===== config.mk =====
export PLATFORM = sky130hd
export DESIGN_NAME = edfb_exp_step
export DESIGN_NICKNAME = d
export VERILOG_FILES = /design/src/hdl/edfb_pkg.sv /design/src/hdl/edfb_exp_step.sv
export SDC_FILE = /design/constraint.sdc
export NUM_CORES = 2
export LEC_CHECK = 0
export ABC_AREA = 1
export BUFFER_PORTS_ARGS = -buffer_cell sky130_fd_sc_hd__clkbuf_2
export CAP_MARGIN = 20
export CORE_ASPECT_RATIO = 1.25
export CORE_UTILIZATION = 47
export DETAILED_ROUTE_END_ITERATION = 8
export PLACE_DENSITY = 0.65
export SLEW_MARGIN = 20
export SYNTH_ARGS = -nofsm -noshare
export SYNTH_HDL_FRONTEND = slang
export SYNTH_SLANG_ARGS = --single-unit

===== constraint.sdc =====
create_clock -name clock -period 11.7 [get_ports clock]
set_input_delay 2.34 -clock clock [delete_from_list [all_inputs] [get_ports clock]]
set_output_delay 2.34 -clock clock [all_outputs]
set_load 0.02 [all_outputs]

===== src/hdl/edfb_pkg.sv =====
// Shared constants, types and coefficient tables for the depth fog blend block.
package edfb_pkg;

   localparam int CHAN_BITS       = 8;
   localparam int DEPTH_FRAC_BITS = 8;
   localparam int DEPTH_BITS      = 16 + DEPTH_FRAC_BITS;
   localparam int DENS_BITS       = 17;
   localparam int K_BITS          = 17;
   localparam int LOG_BITS        = 21;
   localparam int PROD_BITS       = DEPTH_BITS + LOG_BITS;
   localparam int E_BITS          = PROD_BITS + 1 - DEPTH_FRAC_BITS;
   localparam int EXP_STEPS       = 16;
   localparam int R_BITS          = 31;
   localparam int COEF_BITS       = 30;
   localparam int RPROD_BITS      = R_BITS + COEF_BITS;
   localparam int PIPE_LAT        = 2 + 2 * EXP_STEPS + 3;

   localparam logic [K_BITS-1:0]    ONE_Q16 = K_BITS'(65536);
   localparam logic [R_BITS-1:0]    ONE_Q30 = R_BITS'(1) << 30;
   localparam logic [PROD_BITS:0]   E_HALF  = (DEPTH_FRAC_BITS > 0) ?
                                    ((PROD_BITS + 1)'(1) << (DEPTH_FRAC_BITS - 1)) : '0;

   // CSR word indexes
   localparam logic [1:0] REG_DENSITY = 2'd0;
   localparam logic [1:0] REG_RED     = 2'd1;
   localparam logic [1:0] REG_GREEN   = 2'd2;
   localparam logic [1:0] REG_BLUE    = 2'd3;

   typedef struct packed {
      logic [CHAN_BITS-1:0] red;
      logic [CHAN_BITS-1:0] green;
      logic [CHAN_BITS-1:0] blue;
      logic                 frame_end;
      logic                 k_one;
      logic                 k_zero;
      logic [4:0]           ipart;
      logic [15:0]          frac;
      logic [R_BITS-1:0]    r;
   } pix_type;

   function automatic logic [63:0] isqrt64(input logic [63:0] v_arg);
      logic [63:0] v;
      logic [63:0] res;
      logic [63:0] bitv;
      v    = v_arg;
      res  = '0;
      bitv = 64'd1 << 62;
      for (int i = 0; i < 32; i++) begin
         if (v >= res + bitv) begin
            v   = v - (res + bitv);
            res = (res >> 1) + bitv;
         end else begin
            res = res >> 1;
         end
         bitv = bitv >> 2;
      end
      return res;
   endfunction

   // c_1 = 2^-(1/2) in Q.30, each next one the square root of the last
   function automatic logic [COEF_BITS-1:0] exp_coef(input int n);
      logic [63:0] c;
      c = isqrt64(64'd1 << 59);
      for (int i = 1; i < n; i++) begin
         c = isqrt64(c << 30);
      end
      return COEF_BITS'(c);
   endfunction

   localparam logic [COEF_BITS-1:0] EXP_COEF [EXP_STEPS] = '{
      exp_coef(1),  exp_coef(2),  exp_coef(3),  exp_coef(4),
      exp_coef(5),  exp_coef(6),  exp_coef(7),  exp_coef(8),
      exp_coef(9),  exp_coef(10), exp_coef(11), exp_coef(12),
      exp_coef(13), exp_coef(14), exp_coef(15), exp_coef(16)
   };

endpackage


===== src/hdl/edfb_exp_step.sv =====
// One conditional multiply of the 2^-f product chain, two register stages.
module edfb_exp_step (
   input  logic                clock,
   input  logic                reset,
   input  logic [3:0]          step_idx,
   input  logic                in_valid,
   input  edfb_pkg::pix_type   in_pix,
   output logic                out_valid,
   output edfb_pkg::pix_type   out_pix
);

   logic                                 mv_ff, mv_in;
   edfb_pkg::pix_type                    mp_ff;
   logic [edfb_pkg::RPROD_BITS-1:0]      prod_ff, prod_in;
   logic                                 ov_ff;
   edfb_pkg::pix_type                    op_ff, op_in;
   logic [edfb_pkg::RPROD_BITS:0]        rsum;
   logic                                 take;

   // step n handles the fraction bit of weight 2^-(n+1)
   assign take  = in_pix.frac[4'd15 - step_idx];
   assign mv_in = in_valid;

   always_comb begin
      if (take) begin
         prod_in = edfb_pkg::RPROD_BITS'(in_pix.r) *
                   edfb_pkg::RPROD_BITS'(edfb_pkg::EXP_COEF[step_idx]);
      end else begin
         prod_in = {in_pix.r, 30'd0};
      end
   end

   assign rsum = {1'b0, prod_ff} + (edfb_pkg::RPROD_BITS + 1)'(1 << 29);

   always_comb begin
      op_in   = mp_ff;
      op_in.r = rsum[30 +: edfb_pkg::R_BITS];
   end

   always_ff @(posedge clock) begin
      if (reset) begin
         mv_ff <= 1'b0;
         ov_ff <= 1'b0;
      end else begin
         mv_ff <= mv_in;
         ov_ff <= mv_ff;
      end
      mp_ff   <= in_pix;
      prod_ff <= prod_in;
      op_ff   <= op_in;
   end

   assign out_valid = ov_ff;
   assign out_pix   = op_ff;

endmodule


======== Word-level counts from Yosys, hierarchy flattened ========
Memories as Yosys holds them, arrays and structs flattened.
Cells that the tools add are included.
operators by class
  eq/ne operators ......................... 0
  bitwise logic cells ..................... 1
  multiply operators ...................... 1
  reduce and logical (&&, ||, !) cells .... 0
  shifts and indexed selects .............. 0
  magnitude comparators ................... 2
  div/mod/pow operators ................... 0
  $add $sub $neg .......................... 2
  muxes and demuxes ....................... 5
operators by type and width
  cell                                                         count
  adder 61 x 30 -> 61 bit (second input constant)              1
  multiplier 31 x 30 -> 61 bit                                 1
  2-to-1 mux 61 bit                                            1
  2-to-1 mux 30 bit                                            2
  >= comparator 5 bit (second input constant)                  1
  less-than comparator 4 x 5 -> 1 bit (second input constant)  1
  inverter 4 -> 5 bit                                          1
  binary-select mux 1 bit (select 4 bit)                       1
  subtractor 4 bit (first input constant)                      1
  2-to-1 mux 1 bit                                             1
storage, ports and cells
  bits in latches ......................... 0
  input port bits ......................... 86
  memory bits (writable) .................. 0
  memories ................................ 1
  bits in read-only memories .............. 480
  register bits after elaboration ......... 190
memories
  name              depth  width  read ports  clocked after memory_dff  wr ports  line                 RTL
  (name not given)  16     30     1           0                         0         edfb_exp_step.sv:27  edfb_pkg::RPROD_BITS'(edfb_pkg::EXP_COEF[step_idx]);

======== Depth between registers and ports, before layout ========
  word-level depth ........................ 6
  depth in mapped cells ................... 40
  gate-level depth less buffers ........... 39

======== Least setup slack after synthesis ========
No wires, ideal clock.
  path kind ............................... input to register
  start point ............................. input port step_idx[0]
  end point ............................... register prod_ff[43] (netlist name)
  data required time ...................... 11587 ps
  cell stages on the path ................. 34
  setup time .............................. 113 ps
  setup slack ............................. 2440 ps
  data arrival time ....................... 9147 ps
  cell sequence ........................... inv_2 ha_1 nor2_1 inv_1 a21oi_1 inv_1 nand2_1 buf_2 nor2_1 fa_1 fa_1 fa_1 inv_1 fa_1 inv_1 fa_1 inv_1 fa_1 inv_1 fa_1 inv_1 fa_1 inv_1 ha_1 nand2_1 nand2_1 a31oi_1 a21boi_0 o21bai_1 a21oi_1 nand2_1 or2_1 nand3_1 nand2_1
between the ends
  word-level cells in the longest chain between the ends .. 6
RTL lines
  what                                                  line                 RTL
  start, declared                                       edfb_exp_step.sv:5   input logic [3:0] step_idx,
  inverter 4 -> 5 bit (not written as such)             edfb_exp_step.sv:27
  memory (16 x 30 bit)                                  -
  2-to-1 mux 30 bit (not written as such) (2 in a row)  edfb_exp_step.sv:27
  multiplier 31 x 30 -> 61 bit                          edfb_exp_step.sv:26  prod_in = edfb_pkg::RPROD_BITS'(in_pix.r) *
  2-to-1 mux 61 bit (*)                                 edfb_exp_step.sv:25  if (take) begin
  named net prod_in, one bit                            edfb_exp_step.sv:14  logic [edfb_pkg::RPROD_BITS-1:0] prod_ff, prod_in;
  end signal, assigned                                  edfb_exp_step.sv:49  prod_ff <= prod_in;
  end, declared                                         edfb_exp_step.sv:14
Mark *: on every way through the listed nets, which the timed path passes. The rest lies on a longest branch. The select of a mux whose other input is x is not followed.
A chain may end at the register's enable or synchronous reset.

======== Worst setup path in the final report ========
  start point ............................. input port step_idx[0]
  end point ............................... register prod_ff[55] (netlist name)
The elaborated chain is that of the path after synthesis.

==> impl_metrics.toml <==
[setup_path]
worst-path-max-fanout = 18
crit_top_cell = "fa_1"
r2r_start = "prod_ff[29]"
critPathLaunchType = "primary input"
cp_slowest_cell = "o21ai_1"
critPathMaxStageDelay_ns = 0.59
crit_required_ns = 12.05
critPathKind = "primary input to register"
rrSetupSlack_ns = 9.58
arrival_ns = 10.81
worstReg2RegEnd = "out_pix[27]"
cp-end-kind = "register"
r2r_cells = 11

[logic_synthesis]
syn_area_per_cell_sq_um = 8.19
yosys_warnings = 0
netlist_area_sq_um = 35100
netlist_instances = 4286
synthesis.nets = 5434
synthFlopType = "dfxtp_1"
ys_types = 47
async_flop_share_pct = 0
seq_area_frac_synth_pct = 9.19
ys_ff_latch = 161
synth_edf_count = 0

[die]
coreArea_sq_um = 73600
io_pins = 166
die_w_um = 246
rows = 111
start_util_pct = 47.7
die-area_sq_um = 75800
die_y_um = 307

[drt]
initialDrtViolationCount = 2212
totalWireLength_mm = 117
ant_nets = 0
drt-wirelength-per-cell_um = 21.7
drc = 0
dr_total_vias = 28700
viasPerCell = 5.34
dr.pass1.iters = 8

[timing]
fin_setup_tns_ns = 0
fin_worst_skew_ns = 0.0176
setup_slack_ns = 1.23
setup_viol_count_final = 0
fin_crit_ns = 10.47
timing.final.crit_share_pct = 89.5
rsz0062_at_grt = "no"
finalHoldViolations = 0
fin_hold_ws_ns = 0.313
slew_violations = 0
relSlewSlack_pct = 22.6
fmax_mhz = 95.5
tightest_slew_ns = 1.16

[clock_network]
root_buffer = "clkbuf_16"
ctsResizeCount = 0
post_cts_buffers = 0
path_clk_slew_ns = 0.08
cts_max_path_buffers = 2
tritoncts = "done"
cts_sinks = 161
cts_buffers = 17
htreeDepth = 4
clock_latency_ns = 0.47
hold_buffers = 0

[final_layout]
nFillCells = 7161
final_cell_mix = "inv_1 (1099), fa_1 (807), nand2_1 (744), nor2_1 (630), ha_1 (255)"
drive_gt1_share_pct = 7.11
nets = 5552
syn_to_final_growth_pct = 7.66
final_common_cell = "inv_1"

[grt]
grt_max_degree = 37
grt_pass1_vias = 30400
antenna_found_initial = 1
overflow = 0
grt_pass1_wl_mm = 178
grt_use_total_pct = 32.0

[hold_path]
hold_path_class = "register to register"
hold-path-cell-count = 0
whs_endpoint = "out_pix[61]"
hold_start = "mp_ff[61]"

[job]
drv_cap = 0

[run_status]
status = "complete, no violations"

[place]
globalplace.congestion = 1.01
place_ws_ns = 0.845
io_buffers = 165
dp_hpwl_mm = 96.8
-- per-layer routing --
metal  vias up  global-route usage (%)  share of wire (%)
met4         0                    23.0                8.5
li1      12500                       -                  -
met2      1365                    54.5                 49
met5         -                       0                  0
met1     14400                    37.3                 35
met3       426                    3.79                6.9
-- area by class of cell --
cell class | instances | area [sq um] | share of cell area, %
Multi-Input combinational cell | 2848 | 27000 | 71.6
Clock inverter | 15 | 180 | 0.477
Inverter | 1124 | 4220 | 11.2
Clock buffer | 17 | 425 | 1.13
Sequential cell | 161 | 3220 | 8.53
Tap cell | 960 | 1200 | 3.18
Antenna cell | 1 | 2.50 | 0.00662
Timing Repair Buffer | 252 | 1480 | 3.91
-- how the worst max path moves through the flow --
stage / from / to / slack, ns
2_1_floorplan: step_idx[0] / prod_ff[43] / 2.44
3_3_place_gp: step_idx[2] / prod_ff[59] / 1.04
3_5_place_dp: step_idx[0] / prod_ff[55] / 0.84
4_1_cts: step_idx[0] / prod_ff[55] / 1.39
5_1_grt: step_idx[0] / prod_ff[51] / 0.70
6_report: step_idx[0] / prod_ff[55] / 1.23
-- Yosys cell counts, types with 19 or more instances --
cell,n,share of area (%)
o21ai_0,58,0.83
fa_1,807,46
o21ai_1,24,0.34
inv_1,1099,12
nor3_1,19,0.27
dfxtp_1,161,9.2
a21oi_1,77,1.1
clkbuf_1,132,1.4
nand2_1,744,8.0
ha_1,255,9.1
nor2_1,630,6.7
xor2_1,24,0.60
buf_2,19,0.27
nand3_1,66,0.94
-- sequential cells by signal (all words and copies together), names as in the netlist --
register	count
out_pix	79
mp_ff	48
prod_ff	32
mv_ff	1
out_valid	1
-- metrics by stage --
stage          instances  instance area (sq um)  utilization, %
2_1_floorplan       4286                  35100               -
3_3_place_gp        5345                  37200            50.5
3_5_place_dp        5345                  37200            50.5
4_1_cts             5377                  37800            51.3
5_1_grt             5377                  37800            51.3
6_report            5378                  37800            51.3
-- critical path: cells and delay by family --
kind | cells | cell delay (ns)
adder cells (fa/ha/maj) | 10 | 4.59
XOR/XNOR | 1 | 0.13
buffers and inverters | 7 | 1.09
AO/OA/AOI/OAI | 8 | 2.15
AND/OR/NAND/NOR | 3 | 0.50
-- kinds of logic after synthesis --
logic type | Yosys count | synth area share (%)
AOI/OAI and AO/OA | 234 | 3.85
DFF | 161 | 9.19
adders and majority gates | 1062 | 55.1
xor gates and xnor gates | 39 | 0.973
buffers and inverters | 1277 | 13.7
and+or+nand+nor | 1513 | 17.1
Power is not shown: default switching activity piles up to over one toggle a cycle in this logic, so the estimate is an artifact.
