<file path="src/hdl/edfb_pkg.sv">
// Shared constants, types and coefficient tables for the depth fog blend block.
package edfb_pkg;

   localparam int CHAN_BITS       = 8;
   localparam int DEPTH_FRAC_BITS = 8;
   localparam int DEPTH_BITS      = 16 + DEPTH_FRAC_BITS;
   localparam int DENS_BITS       = 17;
   localparam int K_BITS          = 17;
   localparam int LOG_BITS        = 21;
   localparam int PROD_BITS       = DEPTH_BITS + LOG_BITS;
   localparam int E_BITS          = PROD_BITS + 1 - DEPTH_FRAC_BITS;
   localparam int EXP_STEPS       = 16;
   localparam int R_BITS          = 31;
   localparam int COEF_BITS       = 30;
   localparam int RPROD_BITS      = R_BITS + COEF_BITS;
   localparam int PIPE_LAT        = 2 + 2 * EXP_STEPS + 3;

   localparam logic [K_BITS-1:0]    ONE_Q16 = K_BITS'(65536);
   localparam logic [R_BITS-1:0]    ONE_Q30 = R_BITS'(1) << 30;
   localparam logic [PROD_BITS:0]   E_HALF  = (DEPTH_FRAC_BITS > 0) ?
                                    ((PROD_BITS + 1)'(1) << (DEPTH_FRAC_BITS - 1)) : '0;

   // CSR word indexes
   localparam logic [1:0] REG_DENSITY = 2'd0;
   localparam logic [1:0] REG_RED     = 2'd1;
   localparam logic [1:0] REG_GREEN   = 2'd2;
   localparam logic [1:0] REG_BLUE    = 2'd3;

   typedef struct packed {
      logic [CHAN_BITS-1:0] red;
      logic [CHAN_BITS-1:0] green;
      logic [CHAN_BITS-1:0] blue;
      logic                 frame_end;
      logic                 k_one;
      logic                 k_zero;
      logic [4:0]           ipart;
      logic [15:0]          frac;
      logic [R_BITS-1:0]    r;
   } pix_type;

   function automatic logic [63:0] isqrt64(input logic [63:0] v_arg);
      logic [63:0] v;
      logic [63:0] res;
      logic [63:0] bitv;
      v    = v_arg;
      res  = '0;
      bitv = 64'd1 << 62;
      for (int i = 0; i < 32; i++) begin
         if (v >= res + bitv) begin
            v   = v - (res + bitv);
            res = (res >> 1) + bitv;
         end else begin
            res = res >> 1;
         end
         bitv = bitv >> 2;
      end
      return res;
   endfunction

   // c_1 = 2^-(1/2) in Q.30, each next one the square root of the last
   function automatic logic [COEF_BITS-1:0] exp_coef(input int n);
      logic [63:0] c;
      c = isqrt64(64'd1 << 59);
      for (int i = 1; i < n; i++) begin
         c = isqrt64(c << 30);
      end
      return COEF_BITS'(c);
   endfunction

   localparam logic [COEF_BITS-1:0] EXP_COEF [EXP_STEPS] = '{
      exp_coef(1),  exp_coef(2),  exp_coef(3),  exp_coef(4),
      exp_coef(5),  exp_coef(6),  exp_coef(7),  exp_coef(8),
      exp_coef(9),  exp_coef(10), exp_coef(11), exp_coef(12),
      exp_coef(13), exp_coef(14), exp_coef(15), exp_coef(16)
   };

endpackage

</file>
<file path="src/hdl/edfb_blend.sv">
// Fog factor scaling and per-channel blend, three register stages.
module edfb_blend (
   input  logic                             clock,
   input  logic                             reset,
   input  logic                             in_valid,
   input  edfb_pkg::pix_type                in_pix,
   input  logic [edfb_pkg::CHAN_BITS-1:0]   fog_red,
   input  logic [edfb_pkg::CHAN_BITS-1:0]   fog_green,
   input  logic [edfb_pkg::CHAN_BITS-1:0]   fog_blue,
   output logic                             out_valid,
   output logic [edfb_pkg::CHAN_BITS-1:0]   out_red,
   output logic [edfb_pkg::CHAN_BITS-1:0]   out_green,
   output logic [edfb_pkg::CHAN_BITS-1:0]   out_blue,
   output logic                             out_frame_end
);

   localparam int PW = edfb_pkg::CHAN_BITS + edfb_pkg::K_BITS;

   // stage 1: k
   logic                              v1_ff;
   logic [edfb_pkg::K_BITS-1:0]       k_ff, k_in;
   logic [3*edfb_pkg::CHAN_BITS-1:0]  c1_ff;
   logic                              fe1_ff;
   logic [31:0]                       rnd;
   logic [31:0]                       shifted;

   // stage 2: products
   logic                              v2_ff;
   logic [PW-1:0]                     pc_ff [3];
   logic [PW-1:0]                     pf_ff [3];
   logic [PW-1:0]                     pc_in [3];
   logic [PW-1:0]                     pf_in [3];
   logic                              fe2_ff;
   logic [edfb_pkg::K_BITS-1:0]       kinv;

   // stage 3: outputs
   logic                              v3_ff;
   logic [edfb_pkg::CHAN_BITS-1:0]    o_ff [3];
   logic [edfb_pkg::CHAN_BITS-1:0]    o_in [3];
   logic                              fe3_ff;
   logic [PW:0]                       s [3];
   logic [edfb_pkg::CHAN_BITS-1:0]    fogc [3];

   assign rnd     = 32'(in_pix.r) + (32'd1 << (6'd13 + {1'b0, in_pix.ipart}));
   assign shifted = rnd >> (6'd14 + {1'b0, in_pix.ipart});

   always_comb begin
      if (in_pix.k_one) begin
         k_in = edfb_pkg::ONE_Q16;
      end else if (in_pix.k_zero) begin
         k_in = '0;
      end else begin
         k_in = shifted[edfb_pkg::K_BITS-1:0];
      end
   end

   assign kinv    = edfb_pkg::ONE_Q16 - k_ff;
   assign fogc[0] = fog_red;
   assign fogc[1] = fog_green;
   assign fogc[2] = fog_blue;

   always_comb begin
      for (int ch = 0; ch < 3; ch++) begin
         pc_in[ch] = PW'(c1_ff[(2 - ch) * edfb_pkg::CHAN_BITS +: edfb_pkg::CHAN_BITS]) *
                     PW'(k_ff);
         pf_in[ch] = PW'(fogc[ch]) * PW'(kinv);
         s[ch]     = {1'b0, pc_ff[ch]} + {1'b0, pf_ff[ch]} + (PW + 1)'(32768);
         o_in[ch]  = s[ch][16 +: edfb_pkg::CHAN_BITS];
      end
   end

   always_ff @(posedge clock) begin
      if (reset) begin
         v1_ff <= 1'b0;
         v2_ff <= 1'b0;
         v3_ff <= 1'b0;
      end else begin
         v1_ff <= in_valid;
         v2_ff <= v1_ff;
         v3_ff <= v2_ff;
      end
      k_ff   <= k_in;
      c1_ff  <= {in_pix.red, in_pix.green, in_pix.blue};
      fe1_ff <= in_pix.frame_end;
      fe2_ff <= fe1_ff;
      fe3_ff <= fe2_ff;
      for (int ch = 0; ch < 3; ch++) begin
         pc_ff[ch] <= pc_in[ch];
         pf_ff[ch] <= pf_in[ch];
         o_ff[ch]  <= o_in[ch];
      end
   end

   assign out_valid     = v3_ff;
   assign out_red       = o_ff[0];
   assign out_green     = o_ff[1];
   assign out_blue      = o_ff[2];
   assign out_frame_end = fe3_ff;

`ifndef SYNTHESIS
   a_k_range: assert property (@(posedge clock) disable iff (reset)
      v1_ff |-> (k_ff <= edfb_pkg::ONE_Q16))
      else $error("fog factor above one");
`endif

endmodule

</file>
<file path="config.mk">
export PLATFORM = sky130hd
export DESIGN_NAME = edfb_blend
export DESIGN_NICKNAME = d
export VERILOG_FILES = /design/src/hdl/edfb_pkg.sv /design/src/hdl/edfb_blend.sv
export SDC_FILE = /design/constraint.sdc
export NUM_CORES = 2
export LEC_CHECK = 0
export ABC_AREA = 1
export CAP_MARGIN = 20
export CORE_MARGIN = 2
export CORE_UTILIZATION = 25
export CTS_BUF_LIST = sky130_fd_sc_hd__clkbuf_8
export DETAILED_ROUTE_END_ITERATION = 16
export DONT_BUFFER_PORTS = 1
export SYNTH_ARGS = -nofsm -noshare
export SYNTH_HDL_FRONTEND = slang
export SYNTH_SLANG_ARGS = --single-unit
</file>
<file path="constraint.sdc">
create_clock -name clock -period 12.8 [get_ports clock]
set_input_delay 0.64 -clock clock [delete_from_list [all_inputs] [get_ports clock]]
set_output_delay 0.64 -clock clock [all_outputs]
set_load 0.02 [all_outputs]
</file>
== After elaboration in Yosys (flattened, before gate mapping) ==
Memories as Yosys holds them, arrays and structs flattened.
Index checks and enable logic that the tools add are counted.
Widths: inputs -> output; s select.
Storage, ports and cells
  output and inout port bits: 26
  bits of input ports: 106
  memory bits (writable): 174
  word-level logic and storage cells: 32
  bits in registers: 47
  memories: 3
Cells by class
  multipliers: 6
  shifts and indexed selects: 2
  multiplexer cells: 1
  reductions and logical operators: 1
  add/sub/neg operators: 10
Memories
  pc_ff: words 3, bits a word 25, read ports 3, clocked after memory_dff 0, write ports 3, RTL line edfb_blend.sv:29  | logic [PW-1:0] pc_ff [3];
  pf_ff: words 3, bits a word 25, read ports 3, clocked after memory_dff 0, write ports 3, RTL line edfb_blend.sv:30  | logic [PW-1:0] pf_ff [3];
  o_ff: words 3, bits a word 8, read ports 3, clocked after memory_dff 0, write ports 3, RTL line edfb_blend.sv:38  | logic [edfb_pkg::CHAN_BITS-1:0] o_ff [3];
Operators with widths (number)
  $mul 8x17->25: 6
  $add 24x16->24 const B: 3
  $add 24x24->24: 3
  $add 31x32->32: 1
  $shl 1x6->32 const A: 1
  $shr 32x6->17: 1
  $mux 17: 1
  $sub 17x17->17 const A: 1
  $add 4x5->6 const A: 2
  $reduce_or 2->1: 1

== Logic depth before layout (Yosys ltp) ==
  depth in word-level cells: 5
  gate-level depth with buffers: 31

== Least setup slack after synthesis ==
No wires, ideal clock.
  path type: reg-to-reg
  start point: reg k_ff[1] in the netlist's numbering
  end point: mem pf_ff[0][23] in the netlist's numbering
  stages on the path, launching flop included: 28
  library setup time: 0.127 ns
  buffers on the path: 2
  setup slack: 7.363 ns
  required time: 12.673 ns
  data arrival time: 5.311 ns
  period minus slack after synthesis: 5.437 ns
  cell sequence: dfxtp_1 -> buf_6 -> inv_2 -> ha_1 -> nand3_2 -> nor2_2 -> nand2_2 -> nor2_4 -> nand2_2 -> nor2_1 -> xor2_2 -> buf_2 -> nor2_1 -> fa_1 -> fa_1 -> fa_1 -> inv_1 -> fa_1 -> inv_1 -> ha_1 -> a21oi_1 -> o21a_1 -> nand2_1 -> a21oi_1 -> o21bai_1 -> a21boi_0 -> o21ai_0 -> xor2_1
RTL lines
  start: declaration: RTL line edfb_blend.sv:21  | logic [edfb_pkg::K_BITS-1:0] k_ff, k_in;
  start signal: assignment: RTL line edfb_blend.sv:82  | k_ff <= k_in;
  end: declaration: RTL line edfb_blend.sv:30

==> impl_metrics.csv <==
group,metric,value,unit
timing,fin_crit,6750,ps
power_and_ir_drop,ir_drop,0.000228,V
global_routing,grt_start_max_net_pins,30,
global_routing,grt_first_pass_wirelength,160,mm
die,die-area,147000,µm²
hold_path,holdPathStages,1,
power_and_ir_drop,p_leak,20.8,nW
power_and_ir_drop,intPower,0.00334,W
die,initial_core_util,0.251,
synth,synth_area,35900,µm²
cts,htreeDepth,2,
critical_path,arrival,7260,ps
hold_path,hold_start,"reset",
critical_path,worstSetupPathType,"reg2reg",
routing,wl_per_cell,14.7,µm
finish,drive_above_1_share,0.0350,
synth,ys_seq_elements,215,
synth,synth_compound_area_frac,0.0638,
finish,fin_nets,5743,
finish,area_growth_syn_to_layout,8.94,%
finish,final_util,0.273,
critical_path,critPathMaxFanout,21,
cts,clock-root-buffer,"clkbuf_8",
timing,finalHoldViolCount,0,
timing,maxSlewHeadroom,0.317,
power_and_ir_drop,power.total,0.00705,W
critical_path,end_kind,"flop",
power_and_ir_drop,p_sw,0.00371,W
routing,drtAntennaViolNets,0,
placed_design,dp.cells,6517,
cts,clk_latency,650,ps
routing,wirelength,97.1,mm
critical_path,r2r_start,"k_ff[0]",
finish,fillerInstances,15564,
job,drv_cap,0,
routing,drtPass1Iterations,6,
synth,synth.area.mux_share,0,
placed_design,gp_congestion,0.904,
outcome,status,"finished, final reports clean",
global_routing,antenna_found_initial,18,
power_and_ir_drop,power.density,180,nW/µm²
synth,yosysWarningCount,0,
die,coreArea,143000,µm²
cts,cts_buffer_depth,3,
synth,syn_inst,4734,
synth,synthSimpleGateAreaFrac,0.206,
synth,synth_area_per_cell,7.59,µm²
critical_path,reg2reg_slack,6050,ps
timing,fin_hold_ws,73.5,ps
hold_path,hold_path_class,"in2reg",
timing,rsz0062_at_grt,"no",
cts,numCtsBuffers,44,
die,pin_count,132,
critical_path,worstPathRequired,13310,ps
placed_design,numPortBuffers,0,
power_and_ir_drop,pwr-share-comb,0.732,
cts,cts_tree,"done",
synth,yosysSeqAreaShare,0.120,
routing,dr_total_vias,29387,
timing,fin_crit_sh,0.527,
global_routing,grt_pass1_vias,30711,
critical_path,r2r-end,"pf_ff[0][23]",
finish,final_common_cell,"nand2_1",
routing,viasPerCell,4.44,
cts,clkTransAtPathRegs,60,ps
cts,clock-sinks,215,
timing,maxSlewViolCount,0,
finish,final_cell_mix,"nand2_1, inv_1, fa_1",
synth,synth_xor_area_frac,0.0430,
routing,drt_iter0_markers,1682,
critical_path,crit_path_start_kind,"flop",
placed_design,dp_hpwl,78.8,mm
synth,synthAdderAreaFrac,0.443,
timing,finalSetupViolations,0,
global_routing,grt_usage,0.135,
synth,synth-main-ff-cell,"dfxtp_1",
timing,tightest_slew,1020,ps
timing,max_freq,0.148,GHz
global_routing,grt_overflow_total,0,
critical_path,rr_worst_depth,25,
timing,fin_tns_setup,0,ps
die,fp.dieW,383,µm
synth,synth_edf_count,0,
power_and_ir_drop,power_frac_clock,0.109,
synth,synth_top_family_by_area,"adder cells",
routing,drcViolationCount,0,
finish,fin_cells,6626,
die,num_rows,139,
synth,ys_types,55,
power_and_ir_drop,seqPwrFrac,0.159,
power_and_ir_drop,switching_share,0.526,
timing,finalClockSkew,47.4,ps
hold_path,holdPathEnd,"v2_ff",
synth,async_reset_ff_frac,0,
die,dieHeight,383,µm
[critical path, stage by stage (launching register included)]
cell	delay, ps
dfxtp_2	700
inv_2	120
ha_1	290
nand3_2	110
nor2_2	50
nand2_2	110
nor2_4	50
nand2_2	110
and2_1	420
inv_1	530
nor2_1	270
fa_1	470
fa_1	510
fa_1	490
inv_1	50
fa_1	480
inv_1	50
ha_1	340
a21oi_1	200
o21a_1	140
nand2_1	60
a21oi_1	280
o21bai_1	140
a21boi_0	310
o21ai_0	150
xor2_1	150
[routing by layer]
metal	vias up	track usage	wire length [µm]
met5	-	0	92
met3	121	0.0223	5950
met4	14	0.0286	1690
li1	14221	-	-
met2	724	0.222	44600
met1	14307	0.184	44800
[logic make-up (layout without fill, tap and decap cells)]
| logic type | count (synthesis) | after routing |
|---|---|---|
| and+or+nand+nor | 1811 | 1811 |
| buffers and inverters | 1169 | 1140 |
| adders and majority gates | 952 | 952 |
| AOI/OAI and AO/OA | 412 | 412 |
| DFF | 215 | 215 |
| xor gates and xnor gates | 174 | 174 |
| other | 1 | 19 |
[Yosys cell counts, types with 8 or more instances]
cell type | count | share of area
nor4_1 | 12 | 0.0021
nand3_1 | 175 | 0.024
o21ai_0 | 114 | 0.016
nor2_1 | 460 | 0.048
nand2_1 | 1041 | 0.11
nor2_2 | 32 | 0.0056
nor3_1 | 25 | 0.0035
ha_1 | 418 | 0.15
o211ai_1 | 9 | 0.0019
a21oi_1 | 199 | 0.028
xor2_1 | 110 | 0.027
fa_1 | 534 | 0.30
a21boi_0 | 8 | 0.0017
a21o_1 | 16 | 0.0033
buf_2 | 16 | 0.0022
dfxtp_1 | 215 | 0.12
inv_1 | 998 | 0.10
buf_1 | 9 | 0.00094
nand4_1 | 33 | 0.0057
xnor2_1 | 61 | 0.015
o21bai_1 | 10 | 0.0021
clkbuf_1 | 131 | 0.014
o21ai_1 | 8 | 0.0011
a31oi_1 | 17 | 0.0030
a211oi_1 | 8 | 0.0017
[flip-flops by register name (all words and copies together), names as in the netlist]
name,flops
fe2_ff,1
o_ff,24
out_frame_end,1
v2_ff,1
pc_ff,72
v1_ff,1
out_valid,1
k_ff,17
c1_ff,24
pf_ff,72
fe1_ff,1
[final cells by class]
type,instances,area [µm²],area share
clock inverters,23,198,0.00505
clock buffers,54,743,0.0190
diodes,7,17.5,0.000448
flip-flops and latches,215,4310,0.110
multi-input cells,3361,27200,0.696
well taps,1903,2380,0.0608
repair buffers,57,490,0.0125
inverters,1006,3780,0.0965
[power by group through the flow]
stage | clock [W] | combinational (W) | sequential [W]
finish | 0.000770 | 0.00516 | 0.00112
global route | 0.000835 | 0.00591 | 0.00114
CTS | 0.000805 | 0.00519 | 0.00113
detailed placement | 0 | 0.00513 | 0.00114
global placement | 0 | 0.00511 | 0.00115
floorplan | 0 | 0.00389 | 0.00104
[metrics by stage]
| step | cell area [µm²] | setup WS, ps |
|---|---|---|
| 2_1_floorplan | 36000 | 7360 |
| 3_3_place_gp | 37900 | 6170 |
| 3_5_place_dp | 37900 | 6120 |
| 4_1_cts | 39100 | 6070 |
| 5_1_grt | 39100 | 5590 |
| 6_report | 39100 | 6050 |
[worst max path at each step]
stage                       start            to  slack, ps
after global placement    k_ff[0]  pf_ff[0][23]       6170
final                     k_ff[0]  pf_ff[0][23]       6050
after global routing      k_ff[0]  pf_ff[0][23]       5590
after floorplan           k_ff[1]  pf_ff[0][23]       7360
after detailed placement  k_ff[0]  pf_ff[0][23]       6120
after CTS                 k_ff[0]  pf_ff[0][23]       6070
[repair_timing]
action / CTS / global route
hold buffers: 25 / 0
setup endpoints to repair: 0 / 0
endpoints found under the hold margin: 25 / 0
resized for setup: 0 / 0
buffers inserted: 0 / 0
No activity file was read; power rests on OpenSTA's default activity.
