[src/hdl/edfb_pkg.sv]
// Shared constants, types and coefficient tables for the depth fog blend block.
package edfb_pkg;

   localparam int CHAN_BITS       = 8;
   localparam int DEPTH_FRAC_BITS = 8;
   localparam int DEPTH_BITS      = 16 + DEPTH_FRAC_BITS;
   localparam int DENS_BITS       = 17;
   localparam int K_BITS          = 17;
   localparam int LOG_BITS        = 21;
   localparam int PROD_BITS       = DEPTH_BITS + LOG_BITS;
   localparam int E_BITS          = PROD_BITS + 1 - DEPTH_FRAC_BITS;
   localparam int EXP_STEPS       = 16;
   localparam int R_BITS          = 31;
   localparam int COEF_BITS       = 30;
   localparam int RPROD_BITS      = R_BITS + COEF_BITS;
   localparam int PIPE_LAT        = 2 + 2 * EXP_STEPS + 3;

   localparam logic [K_BITS-1:0]    ONE_Q16 = K_BITS'(65536);
   localparam logic [R_BITS-1:0]    ONE_Q30 = R_BITS'(1) << 30;
   localparam logic [PROD_BITS:0]   E_HALF  = (DEPTH_FRAC_BITS > 0) ?
                                    ((PROD_BITS + 1)'(1) << (DEPTH_FRAC_BITS - 1)) : '0;

   // CSR word indexes
   localparam logic [1:0] REG_DENSITY = 2'd0;
   localparam logic [1:0] REG_RED     = 2'd1;
   localparam logic [1:0] REG_GREEN   = 2'd2;
   localparam logic [1:0] REG_BLUE    = 2'd3;

   typedef struct packed {
      logic [CHAN_BITS-1:0] red;
      logic [CHAN_BITS-1:0] green;
      logic [CHAN_BITS-1:0] blue;
      logic                 frame_end;
      logic                 k_one;
      logic                 k_zero;
      logic [4:0]           ipart;
      logic [15:0]          frac;
      logic [R_BITS-1:0]    r;
   } pix_type;

   function automatic logic [63:0] isqrt64(input logic [63:0] v_arg);
      logic [63:0] v;
      logic [63:0] res;
      logic [63:0] bitv;
      v    = v_arg;
      res  = '0;
      bitv = 64'd1 << 62;
      for (int i = 0; i < 32; i++) begin
         if (v >= res + bitv) begin
            v   = v - (res + bitv);
            res = (res >> 1) + bitv;
         end else begin
            res = res >> 1;
         end
         bitv = bitv >> 2;
      end
      return res;
   endfunction

   // c_1 = 2^-(1/2) in Q.30, each next one the square root of the last
   function automatic logic [COEF_BITS-1:0] exp_coef(input int n);
      logic [63:0] c;
      c = isqrt64(64'd1 << 59);
      for (int i = 1; i < n; i++) begin
         c = isqrt64(c << 30);
      end
      return COEF_BITS'(c);
   endfunction

   localparam logic [COEF_BITS-1:0] EXP_COEF [EXP_STEPS] = '{
      exp_coef(1),  exp_coef(2),  exp_coef(3),  exp_coef(4),
      exp_coef(5),  exp_coef(6),  exp_coef(7),  exp_coef(8),
      exp_coef(9),  exp_coef(10), exp_coef(11), exp_coef(12),
      exp_coef(13), exp_coef(14), exp_coef(15), exp_coef(16)
   };

endpackage

[src/hdl/edfb_log_unit.sv]
// Iterative -log2(1 - density) unit, rerun after every density write.
module edfb_log_unit (
   input  logic                               clock,
   input  logic                               reset,
   input  logic                               go,
   input  logic [edfb_pkg::DENS_BITS-1:0]     density,
   output logic                               busy,
   output logic [edfb_pkg::LOG_BITS-1:0]      neg_log
);

   typedef enum logic [1:0] {ST_IDLE, ST_NORM, ST_SQ, ST_ADJ} state_type;

   state_type                         state_ff, state_in;
   logic [15:0]                       x_ff, x_in;
   logic [3:0]                        p_ff, p_in;
   logic [edfb_pkg::R_BITS-1:0]       m_ff, m_in;
   logic [61:0]                       sq_ff, sq_in;
   logic [15:0]                       frac_ff, frac_in;
   logic [3:0]                        cnt_ff, cnt_in;
   logic [edfb_pkg::LOG_BITS-1:0]     nlog_ff, nlog_in;
   logic [15:0]                       x_sat;
   logic [31:0]                       mm;
   logic                              fbit;

   assign x_sat = (density >= edfb_pkg::ONE_Q16) ? 16'd0 : 16'(edfb_pkg::ONE_Q16 - density);
   assign mm    = sq_ff[61:30];
   assign fbit  = mm[31];

   always_comb begin
      state_in = state_ff;
      x_in     = x_ff;
      p_in     = p_ff;
      m_in     = m_ff;
      sq_in    = sq_ff;
      frac_in  = frac_ff;
      cnt_in   = cnt_ff;
      nlog_in  = nlog_ff;
      case (state_ff)
         ST_IDLE: begin
            if (go) begin
               x_in     = x_sat;
               frac_in  = '0;
               cnt_in   = '0;
               state_in = ST_NORM;
            end
         end
         ST_NORM: begin
            p_in = '0;
            for (int i = 0; i < 16; i++) begin
               if (x_ff[i]) p_in = 4'(i);
            end
            m_in     = edfb_pkg::R_BITS'({15'd0, x_ff} << (5'd30 - {1'b0, p_in}));
            state_in = ST_SQ;
         end
         ST_SQ: begin
            sq_in    = 62'(m_ff) * 62'(m_ff);
            state_in = ST_ADJ;
         end
         ST_ADJ: begin
            m_in    = fbit ? mm[31:1] : mm[30:0];
            frac_in = {frac_ff[14:0], fbit};
            cnt_in  = cnt_ff + 4'd1;
            if (cnt_ff == 4'd15) begin
               nlog_in  = {5'(5'd16 - {1'b0, p_ff}), 16'd0} - edfb_pkg::LOG_BITS'(frac_in);
               state_in = ST_IDLE;
            end else begin
               state_in = ST_SQ;
            end
         end
         default: state_in = ST_IDLE;
      endcase
   end

   always_ff @(posedge clock) begin
      if (reset) begin
         state_ff <= ST_IDLE;
         cnt_ff   <= '0;
         nlog_ff  <= '0;
      end else begin
         state_ff <= state_in;
         cnt_ff   <= cnt_in;
         nlog_ff  <= nlog_in;
      end
      x_ff    <= x_in;
      p_ff    <= p_in;
      m_ff    <= m_in;
      sq_ff   <= sq_in;
      frac_ff <= frac_in;
   end

   assign busy    = (state_ff != ST_IDLE);
   assign neg_log = nlog_ff;

`ifndef SYNTHESIS
   a_mant_norm: assert property (@(posedge clock) disable iff (reset)
      (state_ff == ST_SQ && x_ff != 16'd0) |-> m_ff[30])
      else $error("log mantissa left normal range");
`endif

endmodule

[config.mk]
export PLATFORM = sky130hd
export DESIGN_NAME = edfb_log_unit
export DESIGN_NICKNAME = d
export VERILOG_FILES = /design/src/hdl/edfb_pkg.sv /design/src/hdl/edfb_log_unit.sv
export SDC_FILE = /design/constraint.sdc
export NUM_CORES = 2
export LEC_CHECK = 0
export BUFFER_PORTS_ARGS = -buffer_cell sky130_fd_sc_hd__clkbuf_2
export CORE_MARGIN = 5
export CORE_UTILIZATION = 61
export DETAILED_ROUTE_END_ITERATION = 8
export GPL_TIMING_DRIVEN = 0
export PLACE_DENSITY_LB_ADDON = 0.3
export SYNTH_ARGS = -nofsm -noshare
export SYNTH_HDL_FRONTEND = slang
export SYNTH_SLANG_ARGS = --single-unit
[constraint.sdc]
create_clock -name clock -period 23.4 [get_ports clock]
set_input_delay 1.17 -clock clock [delete_from_list [all_inputs] [get_ports clock]]
set_output_delay 1.17 -clock clock [all_outputs]
set_load 0.1 [all_outputs]
* After elaboration in Yosys (flattened, before gate mapping)
Index checks and enable logic that the tools add are counted.
** Word-level totals
- Output and inout port bits :: 22
- Input bits :: 20
- Register bits :: 155
- Word-level logic and storage cells :: 53
** Cells by class
- $add $sub $neg :: 5
- Shift-type cells :: 1
- $mul :: 1
- Magnitude comparators :: 1
- Reduce and logical (&&, ||, !) cells :: 7
- Equal/unequal tests :: 5
- Mux-type cells :: 25
** Operators with widths (count)
- two-way mux 4 bit :: 16
- multiplier 31 x 31 -> 62 bit :: 1
- case mux 31 bit (2 select lines) :: 1
- two-way mux 31 bit :: 1
- << shifter 16 x 5 -> 31 bit :: 1
- case mux 15 bit (2 select lines) :: 1
- subtractor 21 x 16 -> 21 bit :: 1
- >= comparator 17 bit (second input constant) :: 1
- subtractor 1 x 16 -> 16 bit (first input constant) :: 1
- two-way mux 15 bit :: 1
- subtractor 5 x 4 -> 5 bit (first input constant) :: 2
- case mux 2 bit (4 select lines) :: 1
- case mux 4 bit (2 select lines) :: 1
- AND reduction 2 bit :: 3
- nonzero test 2 bit :: 3
- adder 4 x 1 -> 4 bit (second input constant) :: 1
- equality test 2 bit (second input constant) :: 2
- equality test 4 bit (second input constant) :: 1
- two-way mux 2 bit :: 2
- equality test 2 x 1 -> 1 bit (second input constant) :: 1
- logical NOT 2 bit :: 1
- inequality test 2 bit (second input constant) :: 1
- two-way mux 1 bit :: 1

* Logic depth before layout (Yosys ltp)
- Word-level depth :: 19
- Mapped depth :: 30
- Depth with buffers taken out :: 28

* Least setup slack after synthesis
OpenSTA, ideal clock, no wires.
- Kind :: register -> register
- Start point :: register m_ff[4] (netlist name)
- End point :: register sq_ff[61], data pin
- Path slack :: 15.812 ns
- Data arrival time :: 7.431 ns
- Period minus slack after synthesis :: 7.588 ns
- Required time :: 23.243 ns
- Cell stages (with the launch flop) :: 28
- Setup time :: 0.157 ns
- Buffers on the path :: 2
- Path through :: edfxtp_1 > clkbuf_1 > clkbuf_1 > and2_1 > fa_1 > fa_1 > fa_1 > inv_1 > fa_1 > inv_1 > fa_1 > inv_1 > fa_1 > inv_1 > fa_1 > inv_1 > fa_1 > inv_1 > ha_1 > nand4_1 > nor3_1 > nand3_1 > o211a_1 > o311a_1 > o21ai_1 > a31oi_1 > o311a_1 > nor3_1
** Between the ends
- Word-level cells in the longest chain between the ends :: 1
** RTL lines
- start, declared :: RTL line edfb_log_unit.sv:16 : logic [edfb_pkg::R_BITS-1:0] m_ff, m_in;
- start signal, assigned :: RTL line edfb_log_unit.sv:86 : m_ff <= m_in;
- multiplier 31 x 31 -> 62 bit :: RTL line edfb_log_unit.sv:56 : sq_in = 62'(m_ff) * 62'(m_ff);
- end signal, assigned :: RTL line edfb_log_unit.sv:87 : sq_ff <= sq_in;
- end, declared :: RTL line edfb_log_unit.sv:17 : logic [61:0] sq_ff, sq_in;
Every way passes these cells.
A chain may end at the register's enable or synchronous reset.

* Worst setup path after layout
- Start point :: register m_ff[13] (netlist name)
- End point :: register sq_ff[60], data pin
Same word-level chain as after synthesis.

==> reports/summary.md <==
After the first detailed-routing iteration, the DRC count stood at 2496. A synthesized cell averages 9.45 µm². The remaining routing DRC violations is 0.

Walking the worst path, the cells encountered are clkbuf_1 -> clkbuf_1 -> nand2_1 -> fa_1 -> inv_1 -> fa_1 -> inv_1 -> fa_1 -> fa_1 -> inv_1 -> fa_1 -> fa_1 -> fa_1 -> fa_1 -> ha_1 -> a21o_1 -> a21o_1 -> a21o_1 -> a221oi_1 -> o311a_1 -> o21ai_1 -> a31oi_1 -> o31ai_1 -> xor2_1. The kind of path behind the tightest hold check was register to register. For the total number of vias, the log shows 25100. Setup repair after global routing left no endpoint under its margin. The flow ran to the end, and the final reports show no timing, DRC or antenna violations.

The pin count of the biggest net entering global routing was 33; the xor/xnor cell area share of the yosys netlist was 2.10%. The proportion of register bits with asynchronous set or reset after synthesis is 0%, and the depth of the worst register-to-register path is 24. Cells with a size suffix above 1 make up 2.91% of the layout. The post-cts repair resize count was 0; the number of nets at the end of the flow was 4637.

On the final layout, the worst clock skew is 0.0125 ns. The primary flip-flop cell chosen by synthesis mapping is edfxtp_1. The logs give 13.31 ns for the slack of the worst reg-to-reg path and 6 for the number of iterations in the first detailed-routing pass. The number of levels in the clock H-tree is 4. Along the worst hold path, the cell count comes to 2. After clock tree synthesis, the flow added hold-fix buffers numbering 0.

Counting distinct cell types in the post-synthesis netlist gives 75. The endpoint identified for the worst register-to-register timing path is sq_ff[60]. Relative to the synthesized area, the layout overhead comes to 5.16%.

The worst hold path terminates at neg_log[14]. The area of the die was 0.0596 mm². Summing every instance area after synthesis gives 0.0334 mm². Once detail routing completed, the nets flagged for antenna violations numbered 0. Once the clock tree was built, the setup fixing pass inserted 0 buffers.

The vertical die dimension was 244 µm. In the routed layout, each cell is associated on average with a via count of 5.82. The global placement routability congestion is 1.03. The initial antenna violation count was 3; the count of pins on the block boundary was 42. The mux cell area share after synthesis came out at 1.56%. The number of slew-limit violations in the final report is 0, and the count of flip-flops with a built-in enable after synthesis is 98. The run gives 0.0540 mm² as the placeable core region.

Input and output buffers added on the ports amount to 40. The via count of the first global-routing pass is 26500, and the proportion of netlist area held by the largest area contributor is 44.7%. The HPWL after detailed placement is 78.8 mm.

The width of the die is 244 µm, and the number of placement rows is 85. The setup path with the least slack is of type register to register. Count of warnings emitted by yosys: 0.

The critical-path cell with the highest stage delay was clkbuf_1. After detailed placement, the total cell area comes to 0.0345 mm². Counting both buffers and inverters, the worst setup path holds a total of 5. The worst-skew pair later-pin latency was 0.42 ns; the adder-cell share of the synthesized area was 55.0%. The tools report the count of mapped cells out of synthesis as 3537. The transition time of the tightest slew-check pin is 1.31 ns, and the number of buffers added by the clock tree synthesis step is 17. The detail-routed net length per standard cell is 22.2 µm, and the sequential element share of the synthesized area is 10.4%.

The tools report the nature of the critical path startpoint as a register. The run gives 0.0352 mm² as the post-route standard cell area excluding fillers. The largest area contributor in the synthesized netlist was fa_1. The synthesized netlist devotes 6.82% of its cell area to compound gates.

Setup violations remaining at the end of the flow were counted as 0. Across every metal layer, demand over resource in global routing totals 32.8%. The smallest clock period supported by the final layout is computed as 10.09 ns. For the worst setup path, the data arrival time is 10.24 ns. Along the worst path, the maximum fanout reaches 10.

Counting the fill cells in the layout gives 4459. The highest clock rate was 99.1 MHz; the clock net sink count was 125. The worst-case headroom to the max-slew limit is 12.4%, and the starting density of the core is 61.9%.

The critical path endpoint category was a register. For this run the aggregate overflow at the end of global routing stands at 0. The synthesized netlist net count came out at 4578. The sequential cells in the finished layout cover a total of 0.00348 mm². Of the total synthesized cell area, the portion taken by AND, OR, NAND and NOR gates is 11.8%. Counting stages on the worst path, the most repeated cell is fa_1. The dominant combinational cell family by area after synthesis was adder cells.

For the final number of hold-violating endpoints, the log shows 0. The delay of the slowest critical-path stage was 1.01 ns. The kind of cell with the highest combined delay along the critical path is adder cells.

The cell sitting at the root of the clock tree is a clkbuf_16. The startpoint identified for the worst register-to-register timing path is m_ff[13]. For the final routed wirelength across all metal layers, the log shows 95.5 mm. The clock transition time at the flip-flop clock pins of the worst setup and hold paths is 0.06 ns, and the global-route wire length before repair is 149 mm. Counting flops and latches in the post-synthesis netlist gives 125. Yosys attributes the largest share of cell area to fa_1 (45%), inv_1 (11%), ha_1 (10%), edfxtp_1 (8.8%), nand2_1 (4.0%). The max-cap check violation count was 0. The final critical-path share of the clock period was 43.1%; the buffer depth of the longest clock path was 2. The total area of multi-input combinational cells was 0.0258 mm². TritonCTS built the clock tree.

The startpoint identified for the worst hold timing path is neg_log[14]. The critical path data required time was 23.56 ns. For the setup TNS, the log shows 0 ns.
worst register-to-register path: stages (launching register included):
cell      delay, ns
edfxtp_1       0.67
clkbuf_1       0.76
clkbuf_1       1.01
nand2_1        0.21
fa_1           0.58
inv_1          0.07
fa_1           0.48
inv_1          0.06
fa_1           0.48
fa_1           0.55
inv_1          0.05
fa_1           0.56
fa_1           0.44
fa_1           0.54
fa_1           0.46
ha_1           0.40
a21o_1         0.23
a21o_1         0.18
a21o_1         0.17
a221oi_1       0.47
o311a_1        0.54
o21ai_1        0.22
a31oi_1        0.42
o31ai_1        0.15
xor2_1         0.16
cell type report:
class / instances / area share (%)
well taps: 696 / 2.48
clock inverters: 9 / 0.235
flip-flops and latches: 125 / 9.91
diodes: 4 / 0.0285
repair buffers: 40 / 0.569
clock buffers: 23 / 1.58
multi-input cells: 2319 / 73.5
inverters: 955 / 10.2
plain buffers: 138 / 1.53
synthesized netlist by cell type, types with 4 or more instances:
cell type  instances
a31oi_1           13
a21oi_1           97
a31o_2             4
a311oi_1           4
and2_1           191
o21ai_1            4
nand2b_1           7
a22oi_1            4
xor2_1            35
o221ai_1          11
o31ai_1            5
dfxtp_1           27
a21o_1            52
and3_1            32
inv_1            953
o22ai_1            7
xnor2_1           42
nor3_1            25
nor4_1            13
a221oi_1           5
nand2_1          358
o21ai_0           58
o31a_1             5
nand3_1           36
o21bai_1          14
clkbuf_1         128
a21boi_0           5
edfxtp_1          98
or2_2              7
buf_1              5
nor2b_1           17
nand4_1           15
ha_1             274
or3_1              7
fa_1             747
nor2_1           109
a41oi_1            4
mux2i_1           43
o211ai_1          11
a211oi_1           9
state kept, by name, indices dropped and copies added, names as in the netlist:
name and count:
cnt_ff 4, frac_ff 15, m_ff 31, neg_log 21
p_ff 4, sq_ff 32, state_ff 2, x_ff 16
cells by family (layout without fill, tap and decap cells):
family / after synthesis / count (layout)
compound gates: 345 / 345
xor+xnor: 78 / 78
fa+ha+maj: 1021 / 1021
buf+inv: 1093 / 1165
flops: 125 / 125
mux: 48 / 48
other cells: 0 / 4
simple gates: 827 / 827
per-stage QoR:
step	util, %	instances	worst slack [ns]	hold WS, ns
after floorplan	-	3537	15.81	0.462
after global placement	63.9	4273	13.64	0.440
after detailed placement	63.9	4273	13.62	0.445
after CTS	65.1	4305	13.60	0.453
after global routing	65.1	4305	13.17	0.469
final	65.1	4309	13.31	0.452
worst max path at each step:
stage | slack, ns | cells past startpoint | end | start
finish | 13.31 | 24 | sq_ff[60] | m_ff[13]
global route | 13.17 | 28 | sq_ff[60] | m_ff[12]
CTS | 13.60 | 24 | sq_ff[60] | m_ff[13]
detailed placement | 13.62 | 24 | sq_ff[60] | m_ff[13]
global placement | 13.64 | 24 | sq_ff[60] | m_ff[13]
floorplan | 15.81 | 27 | sq_ff[61] | m_ff[4]
per-layer routing:
metal | vias to the layer above | GRT usage (%) | share of wire, %
li1 | 10800 | - | -
met1 | 12400 | 43.0 | 36
met2 | 1466 | 52.4 | 46
met3 | 382 | 7.70 | 11
met4 | 0 | 15.0 | 6.2
met5 | - | 0 | 0
layout by cell type, fill, tap and decap left out, types with 27 or more instances in the layout:
cell type | synthesis | routed
clkbuf_2 | 0 | 41
edfxtp_1 | 98 | 98
xor2_1 | 35 | 35
a21o_1 | 52 | 52
ha_1 | 274 | 274
fa_1 | 747 | 747
dfxtp_1 | 27 | 27
nand2_1 | 358 | 358
nor2_1 | 109 | 109
xnor2_1 | 42 | 42
o21ai_0 | 58 | 58
nand3_1 | 36 | 36
a21oi_1 | 97 | 97
mux2i_1 | 43 | 43
inv_1 | 953 | 953
and3_1 | 32 | 32
and2_1 | 191 | 191
clkbuf_1 | 128 | 128
Power is left out: the tool's default activity adds up to more than one toggle a clock period on the data nets, which glitch-free logic cannot reach.
